`src/hw/rtl/fir3_pkg.sv`:
```
// Shared types, constants and arithmetic helpers for the decimating FIR.
package fir3_pkg;

  localparam int SAMPLE_W    = 16;
  localparam int QBITS       = 14;
  localparam int ACC_W       = 32;
  localparam int COEF_SLOTS  = 64;
  localparam int COEF_IDX_W  = 6;
  localparam int QUEUE_DEPTH = 4;

  typedef logic signed [SAMPLE_W-1:0] sample_t;
  typedef logic signed [15:0]         coef_t;
  typedef logic signed [ACC_W-1:0]    acc_t;

  localparam acc_t ROUND_CONST = acc_t'(1 << (QBITS - 1));
  localparam acc_t SAT_MAX     = acc_t'(32767);
  localparam acc_t SAT_MIN     = -acc_t'(32768);

  // Symmetric Q14 low-pass taps; slots past the last tap are zero.
  localparam coef_t COEF_TABLE [COEF_SLOTS] = '{
    1: 16'sd29,    2: 16'sd42,    4: -16'sd95,   5: -16'sd140,
    7: 16'sd277,   8: 16'sd379,   10: -16'sd694, 11: -16'sd955,
    13: 16'sd2164, 14: 16'sd4461, 15: 16'sd5449, 16: 16'sd4461,
    17: 16'sd2164, 19: -16'sd955, 20: -16'sd694, 22: 16'sd379,
    23: 16'sd277,  25: -16'sd140, 26: -16'sd95,  28: 16'sd42,
    29: 16'sd29,   default: 16'sd0
  };

  // Queue entry: the sample and whether it closes a decimation group.
  typedef struct packed {
    sample_t sample;
    logic    emit;
  } job_t;

  typedef struct packed {
    logic busy;
    logic out_pending;
  } back_stat_t;

  function automatic sample_t sat16(input acc_t v);
    acc_t s;
    s = v >>> QBITS;
    if (s > SAT_MAX) begin
      return sample_t'(SAT_MAX);
    end else if (s < SAT_MIN) begin
      return sample_t'(SAT_MIN);
    end
    return sample_t'(s);
  endfunction

endpackage

```
`src/hw/rtl/fir3_queue.sv`:
```
// Short job queue between the sample front end and the MAC back end.
module fir3_queue
  import fir3_pkg::*;
#(
  parameter int DEPTH = 4
) (
  input  logic clk,
  input  logic rst,
  input  logic push,
  input  job_t push_job,
  output logic full,
  input  logic pop,
  output job_t head,
  output logic empty
);

  localparam int PW = $clog2(DEPTH);

  job_t            slots [DEPTH];
  logic [PW-1:0]   wr_ptr;
  logic [PW-1:0]   rd_ptr;
  logic [PW:0]     count;

  assign full  = (count == (PW+1)'(DEPTH));
  assign empty = (count == '0);
  assign head  = slots[rd_ptr];

  always_ff @(posedge clk) begin
    if (rst) begin
      wr_ptr <= '0;
      rd_ptr <= '0;
      count  <= '0;
    end else begin
      if (push) begin
        slots[wr_ptr] <= push_job;
        wr_ptr <= (wr_ptr == PW'(DEPTH - 1)) ? '0 : wr_ptr + 1'b1;
      end
      if (pop) begin
        rd_ptr <= (rd_ptr == PW'(DEPTH - 1)) ? '0 : rd_ptr + 1'b1;
      end
      if (push && !pop) begin
        count <= count + 1'b1;
      end else if (pop && !push) begin
        count <= count - 1'b1;
      end
    end
  end

endmodule

```
`config.mk`:
```
export PLATFORM = sky130hd
export DESIGN_NAME = fir3_queue
export DESIGN_NICKNAME = d
export VERILOG_FILES = /design/src/hw/rtl/fir3_pkg.sv /design/src/hw/rtl/fir3_queue.sv
export SDC_FILE = /design/constraint.sdc
export NUM_CORES = 1
export LEC_CHECK = 0
export ABC_CLOCK_PERIOD_IN_PS = 2170
export BUFFER_PORTS_ARGS = -buffer_cell sky130_fd_sc_hd__buf_2
export CORE_ASPECT_RATIO = 1.5
export CORE_MARGIN = 3
export CORE_UTILIZATION = 33
export CTS_CLUSTER_SIZE = 20
export DETAILED_ROUTE_END_ITERATION = 10
export GPL_TIMING_DRIVEN = 0
export HOLD_SLACK_MARGIN = 0.05
export PLACE_DENSITY = 0.51
export SLEW_MARGIN = 0
export SYNTH_ARGS = -nofsm -noshare
export SYNTH_HDL_FRONTEND = slang
export SYNTH_SLANG_ARGS = --single-unit
```
`constraint.sdc`:
```
create_clock -name clk -period 2.17 [get_ports clk]
set_input_delay 0.651 -clock clk [delete_from_list [all_inputs] [get_ports clk]]
set_output_delay 0.651 -clock clk [all_outputs]
set_load 0.05 [all_outputs]
```
# ---- Word level (Yosys, flattened, before mapping)
# Memories as Yosys holds them, arrays and structs flattened. A register that Yosys moved wholly into a read port is not among the register bits.
# Cells that the tools add are included.
dict set report totals {
  register_bits 7
  mem_bits_rw 68
  in_bits 21
  output_inout_bits 19
  wordCells 26
  memories 1
}
dict set report classes {
  addsub 4
  eq_ne 3
  n_mux 9
  n_reduce_logical 6
}
# name words word_bits rd rd_clocked_by_memory_dff write_ports line
set mem_list {}
lappend mem_list {slots 4 17 1 1 1 fir3_queue.sv:19} ;# job_t slots [DEPTH];
# operator n
set op_table {}
lappend op_table {{2-bit 2-to-1 mux} 4}
lappend op_table {{3-bit 2-to-1 mux} 2}
lappend op_table {{2-bit by 1-bit adder with 2-bit output, second input constant} 2}
lappend op_table {{2-bit equality test, second input constant} 2}
lappend op_table {{3-bit by 1-bit adder with 3-bit output, second input constant} 1}
lappend op_table {{3-bit equality test, second input constant} 1}
lappend op_table {{3-bit logical NOT} 1}
lappend op_table {{1-bit 2-to-1 mux} 3}
lappend op_table {{3-bit by 1-bit subtractor with 3-bit output, second input constant} 1}
lappend op_table {{1-bit logical AND} 2}
lappend op_table {{1-bit logical NOT} 2}
lappend op_table {{2-bit nonzero test} 1}

# ---- Depth between registers and ports, before layout
# Gate-level depths: netlist (run 1).
dict set report depth {
  depth_word 4
  depth_mapped 7
  depth_no_buf 7
}

# ---- Least setup slack after synthesis (run 1)
# No wires, ideal clock.
dict set report synth_path {
  kind {register to output}
  start {reg count[1]}
  end {out full}
  arrival_time_ns 1.502
  required_time_ns 1.519
  setup_slack_ns 0.017
  stages_incl_launch_ff 2
  path_buffers 0
  cell_sequence {dfxtp_1 > nor3b_1}
}
dict set report synth_between {
  elab_chain_len 1
}
# element line
set synth_lines {}
lappend synth_lines {{from (decl)} fir3_queue.sv:22} ;# logic [PW:0] count;
lappend synth_lines {{from (signal assigned)} fir3_queue.sv:42} ;# count <= count + 1'b1;
lappend synth_lines {{from (signal assigned)} fir3_queue.sv:44} ;# count <= count - 1'b1;
lappend synth_lines {{3-bit equality test} fir3_queue.sv:24} ;# assign full = (count == (PW+1)'(DEPTH));
lappend synth_lines {{to (decl)} fir3_queue.sv:11} ;# output logic full,
# Every way passes these cells.

==> impl_metrics.yaml, run 1 <==
run_status:
  status: "finished with violations"
  violations: "setup timing"
critical_path:
  end_kind: "output pin"
  startpoint_type: "flip-flop"
  path_cells: "buf_6, buf_12, buf_12, mux4_2, buf_8"
  crit_path_frequent_cell: "buf_12"
  slowest_stage: "mux4_2"
  crit_required_ns: 1.52
  rr_startpoint: "wr_ptr[0]"
  path_class: "flip-flop to output pin"
  slowest_delay_ns: 0.53
  cp.arrival_ns: 1.70
  rrSetupSlack_ns: 0.45
  critPathMaxFanout: 5
synth:
  synth_seq_cells: 77
  synth_top_area_cell: "edfxtp_1"
  yosys_warnings: 0
  synth_nets: 163
  synth_area_leaders: "edfxtp_1 69%, mux4_2 7.7%, mux4_1 6.3%"
  postSynthCellCount: 135
  syn-cell-area_sq_um: 2943
  avgSynthCellArea_sq_um: 21.80
  synth_top_area_share_pct: 69.39
  synth-seq-area-share_pct: 75.51
  ys_types: 21
power_and_ir_drop:
  peakVddDrop_mv: 0.5357
  power.density_nw_per_um2: 1019
  p_leak_nw: 1.354
final_layout:
  area_growth_pct: 29.59
  post-route-util_pct: 44.52
  instances_no_fill: 302
  fin_nets: 218
  diodes: 0
  drive_gt1_share_pct: 41.54
global_route:
  grt_use_met1_pct: 11.48
  grt_start_max_net_pins: 18
  overflow: 0
  grt_pass1_wl_mm: 8.300
  track_usage_pct: 10.89
  grt_pass1_vias: 1625
  grtUsageMet3_pct: 3.789
  use_met2_pct: 20.13
  grt-busiest-layer: "met2"
  antenna_found_initial: 0
cts:
  cts_tree: "built"
  htreeDepth: 3
  numCtsBuffers: 9
  root_buffer: "clkbuf_16"
  cts.sinks: 77
  hold_buffers: 0
  path_clk_slew_ns: 0.06
  clk_latency_ns: 0.32
  cts_buffer_depth: 2
timing:
  timing.fmax_ghz: 0.4260
  hold-worst-slack_ns: 0.5450
  fin_crit_ns: 2.347
  worst_slack_ns: -0.1773
  worst_slew_pin_slew_ns: 0.9317
  drv_slew: 0
  finalSetupViolCount: 17
  rsz0062_at_grt: "true"
  fin_crit_sh_pct: 108.2
  relSlewSlack_pct: 37.89
  fin_skew_ns: 0.007079
  finalHoldViolations: 0
route:
  routed_wl_mm: 5.089
  vias: 1429
  first_iter_violations: 94
  drt-pass1-iter-count: 3
  drc: 0
  wl_per_cell_um: 16.85
  ant_nets: 0
  vias_per_cell: 4.732
placement:
  placedCellCount: 280
  dp_hpwl_mm: 3.294
  pre_cts_slack_ns: -0.1260
  globalplace.congestion: 0.6738
  io_buffers: 38
floorplan:
  die_w_um: 83.11
  die_h_um: 121.7
  initial_utilization_pct: 34.35
  rows: 41
  core_region_area_sq_um: 8567
  die-area_sq_um: 10110
  io_pins: 40
job:
  cap_violations: 0
hold_path:
  hp-start: "push_job[7]"
  min_path_type: "input port to flip-flop"
per-stage QoR:
step,area [sq um],TNS (ns),total power [W]
floorplan,2943,0,0.002029
global placement,3267,-5.561,0.002127
detailed placement,3267,-7.271,0.002145
CTS,3827,-2.520,0.003931
global route,3814,-2.659,0.004023
finish,3814,-1.768,0.003886
metal layers:
layer | share of wire, % | wire, um
met1 | 38 | 1935
met2 | 55 | 2824
met3 | 5.0 | 256
met4 | 1.4 | 72
met5 | 0 | 0
what timing repair did:
item,CTS,global route
gates cloned,1,0
setup endpoints to repair,17,17
resized for setup,47,4
setup buffers,5,1
critical path: cells and delay by family, from the launching register on:
family,cells,cell delay [ns]
buffers and inverters,4,0.53
multiplexers,1,0.53
flip-flops,1,0.32
flip-flops by register name (all words and copies together) (netlist names), named ones only:
signal  flops
count       3
wr_ptr      2
slots      68
rd_ptr      2
cell type report:
type	instances	area, sq um
Multi-Input combinational cell	49	638.1
Buffer	5	53.80
Sequential cell	77	2223
Clock inverter	7	122.6
Fill cell	741	4753
Clock buffer	9	225.2
Tap cell	107	133.9
Timing Repair Buffer	44	401.6
Inverter	4	15.01
synth_stat cells:
cell	n
edfxtp_1	68
mux4_2	10
dfxtp_1	9
mux4_1	7
nor2_1	7
ha_1	6
and2_1	4
inv_1	4
mux2i_1	4
a21oi_1	2
buf_2	2
nor3b_1	2
xor2_1	2
buf_12	1
buf_6	1
clkbuf_1	1
fa_1	1
nor2b_1	1
nor3_1	1
o21ai_0	1
or3_1	1
cell usage in the layout (no fill, tap or decap), drive strengths merged:
cell type	instances
mux4	17
nor3b	2
clkinvlp	2
a21oi	2
mux2i	4
bufinv	3
dfxtp	9
clkinv	1
inv	5
fa	1
nor2	7
nor3	1
nor2b	1
clkbuf	11
xor2	2
and2	4
or3	1
buf	47
edfxtp	68
o21ai	1
ha	6
report_power, final:
| group | internal [W] | switching (W) | leakage, nW | total, W |
|---|---|---|---|---|
| clock network | 0.00113 | 0.000558 | 0.162 | 0.00169 |
| logic | 0.000209 | 0.000297 | 0.499 | 0.000506 |
| registers | 0.00167 | 0.0000263 | 0.692 | 0.00169 |
| total | 0.00300 | 0.000881 | 1.35 | 0.00389 |
cells by family after synthesis:
kind of cell	Yosys count	share of synthesized area, %
compound gates	3	0.5101
xor+xnor	2	0.5953
fa+ha+maj	7	3.231
buf+inv	9	2.041
flops	77	75.51
mux	21	15.26
simple gates	16	2.849
worst paths after layout:
check,end,cells past startpoint
max,head[3],5
min,slots[3][7],1
max reg2reg,slots[2][4],3
min reg2reg,rd_ptr[1],2
Note: power is estimated with default switching activity, not from simulation.
==> run 2, diff against run 1 <==
Settings changed: ABC_AREA set to 0, HOLD_SLACK_MARGIN 0.05 to 0.1, SETUP_SLACK_MARGIN set to 0.02.
==> run 2 against run 1 <==
The run still ends with setup timing left. Flip-flop and latch count is the same. Die area is the same. Utilization shrank 0.10 points. Global-route usage shrank 0.16 points. Register-to-register slack lost 0.02 ns. Largest power group unchanged.
==> impl_metrics.yaml, run 2 (same netlist as run 1, synthesis figures left out) <==
global_route:
  antenna_found_initial: 0
  grt_start_max_net_pins: 18
  track_usage_pct: 10.73
  overflow: 0
  grt_pass1_vias: 1532
  grt_pass1_wl_mm: 7.955
timing:
  timing.fmax_ghz: 0.4408
  worst_slack_ns: -0.09841
  finalSetupViolCount: 17
  drv_slew: 0
  relSlewSlack_pct: 36.69
  fin_skew_ns: 0.003449
  rsz0062_at_grt: "true"
  finalHoldViolations: 0
  fin_crit_sh_pct: 104.5
  fin_crit_ns: 2.268
  hold-worst-slack_ns: 0.5144
  worst_slew_pin_slew_ns: 0.9496
final_layout:
  diodes: 0
  final_common_cell: "edfxtp_1"
  fin_nets: 218
  postLayoutCellArea_sq_um: 3805
  drive_gt1_share_pct: 42.05
  largest_reg_flops: 68
  top_regs: "slots x68, count x3"
  area_growth_pct: 29.29
  mostFrequentLayoutCells: "68 x edfxtp_1, 22 x buf_2, 16 x mux4_2, 13 x buf_6, 10 x clkbuf_16"
  largest_register: "slots"
route:
  routed_wl_mm: 5.191
  vias: 1396
  ant_nets: 0
  drt-pass1-iter-count: 4
  first_iter_violations: 47
  vias_per_cell: 4.623
  drc: 0
  wl_per_cell_um: 17.19
floorplan:
  rows: 41
  io_pins: 40
  core_region_area_sq_um: 8567
  die_w_um: 83.11
  die-area_sq_um: 10110
  initial_utilization_pct: 34.35
  die_h_um: 121.7
critical_path:
  path_cells: "buf_12, clkbuf_16, mux4_2, buf_6"
  cp.arrival_ns: 1.62
  crit_required_ns: 1.52
  path_depth: 4
  path_class: "flip-flop to output pin"
  rr_worst_depth: 2
  startpoint_type: "flip-flop"
  rr_startpoint: "wr_ptr[0]"
  worst-path-buf-inv: 3
  critPathTopFamily: "multiplexers"
  worstSetupEndpoint: "head[3]"
  end_kind: "output pin"
  slowest_delay_ns: 0.50
  slowest_stage: "mux4_2"
  critPathMaxFanout: 8
  r2r-end: "slots[1][3]"
  rrSetupSlack_ns: 0.43
placement:
  io_buffers: 38
  globalplace.congestion: 0.6433
  dp_hpwl_mm: 3.347
  place_area_sq_um: 3272
cts:
  clk_latency_ns: 0.32
  cts.sinks: 77
  numCtsBuffers: 9
  htreeDepth: 3
  path_clk_slew_ns: 0.06
  cts_buffer_depth: 2
  root_buffer: "clkbuf_16"
  cts_tree: "built"
power_and_ir_drop:
  p_leak_nw: 1.365
  power.density_nw_per_um2: 1015
  peakVddDrop_mv: 0.4605
job:
  cap_violations: 0
run_status:
  violations: "setup timing"
  status: "finished with violations"
hold_path:
  min_path_type: "flip-flop to flip-flop"
run 2: cell types whose count changed in the layout (fill, tap and decap cells not counted), moves of 2 or more:
cell / before / now
clkinvlp_4: 2 / 0
buf_4: 2 / 4
buf_6: 15 / 13
clkinv_2: 0 / 3
run 2: cell type report:
class	instances	area, sq um
sequential	77	2223
tap	107	133.9
inverter	4	15.01
buffer	5	60.06
clock buffer	9	225.2
clock inverter	7	113.9
fill	750	4762
timing repair buffer	44	390.4
multi-input combinational	49	643.1
run 2: power breakdown:
part           leakage (nW)  internal, W  switching, W  total [W]
clock network         0.169      0.00112      0.000540    0.00166
registers             0.692      0.00167     0.0000278    0.00170
logic                 0.503     0.000210      0.000297   0.000507
total                  1.36      0.00300      0.000865    0.00386
run 2: how the worst min path moves through the flow:
| stage | start | end | cells past startpoint | slack, ns |
|---|---|---|---|---|
| after floorplan | count[2] | count[2] | 2 | 0.47 |
| after CTS | count[2] | count[2] | 2 | 0.52 |
| after global routing | push_job[16] | slots[2][16] | 1 | 0.54 |
| after global placement | count[2] | count[2] | 2 | 0.47 |
| after detailed placement | count[2] | count[2] | 2 | 0.51 |
| final | count[2] | count[2] | 2 | 0.51 |
run 2: worst min-delay path, delay by kind of cell, from the launching register on:
kind,cells,cell delay [ns]
DFF,1,0.32
AOI/OAI and AO/OA,2,0.14
run 2: timing repair:
action	in CTS	in global routing
setup endpoints to repair	17	17
buffers inserted	2	3
hold buffers	0	0
cloned	0	1
resized for setup	42	8
run 2: per-stage QoR:
stage	util (%)	total power, W	worst slack [ns]	TNS [ns]	instances
floorplan	-	0.002031	0.07777	0	135
global placement	38.19	0.002127	-0.05978	-3.279	280
detailed placement	38.19	0.002146	-0.1231	-6.270	280
CTS	43.76	0.003883	-0.1570	-1.850	298
global route	44.41	0.003992	-0.1509	-2.154	302
finish	44.41	0.003861	-0.09841	-1.286	302
run 2: routing by layer:
metal	part of all wire, %	track usage [%]
met2	55	19.03
met3	4.4	4.060
met4	2.1	4.908
met5	0	0
met1	39	11.25
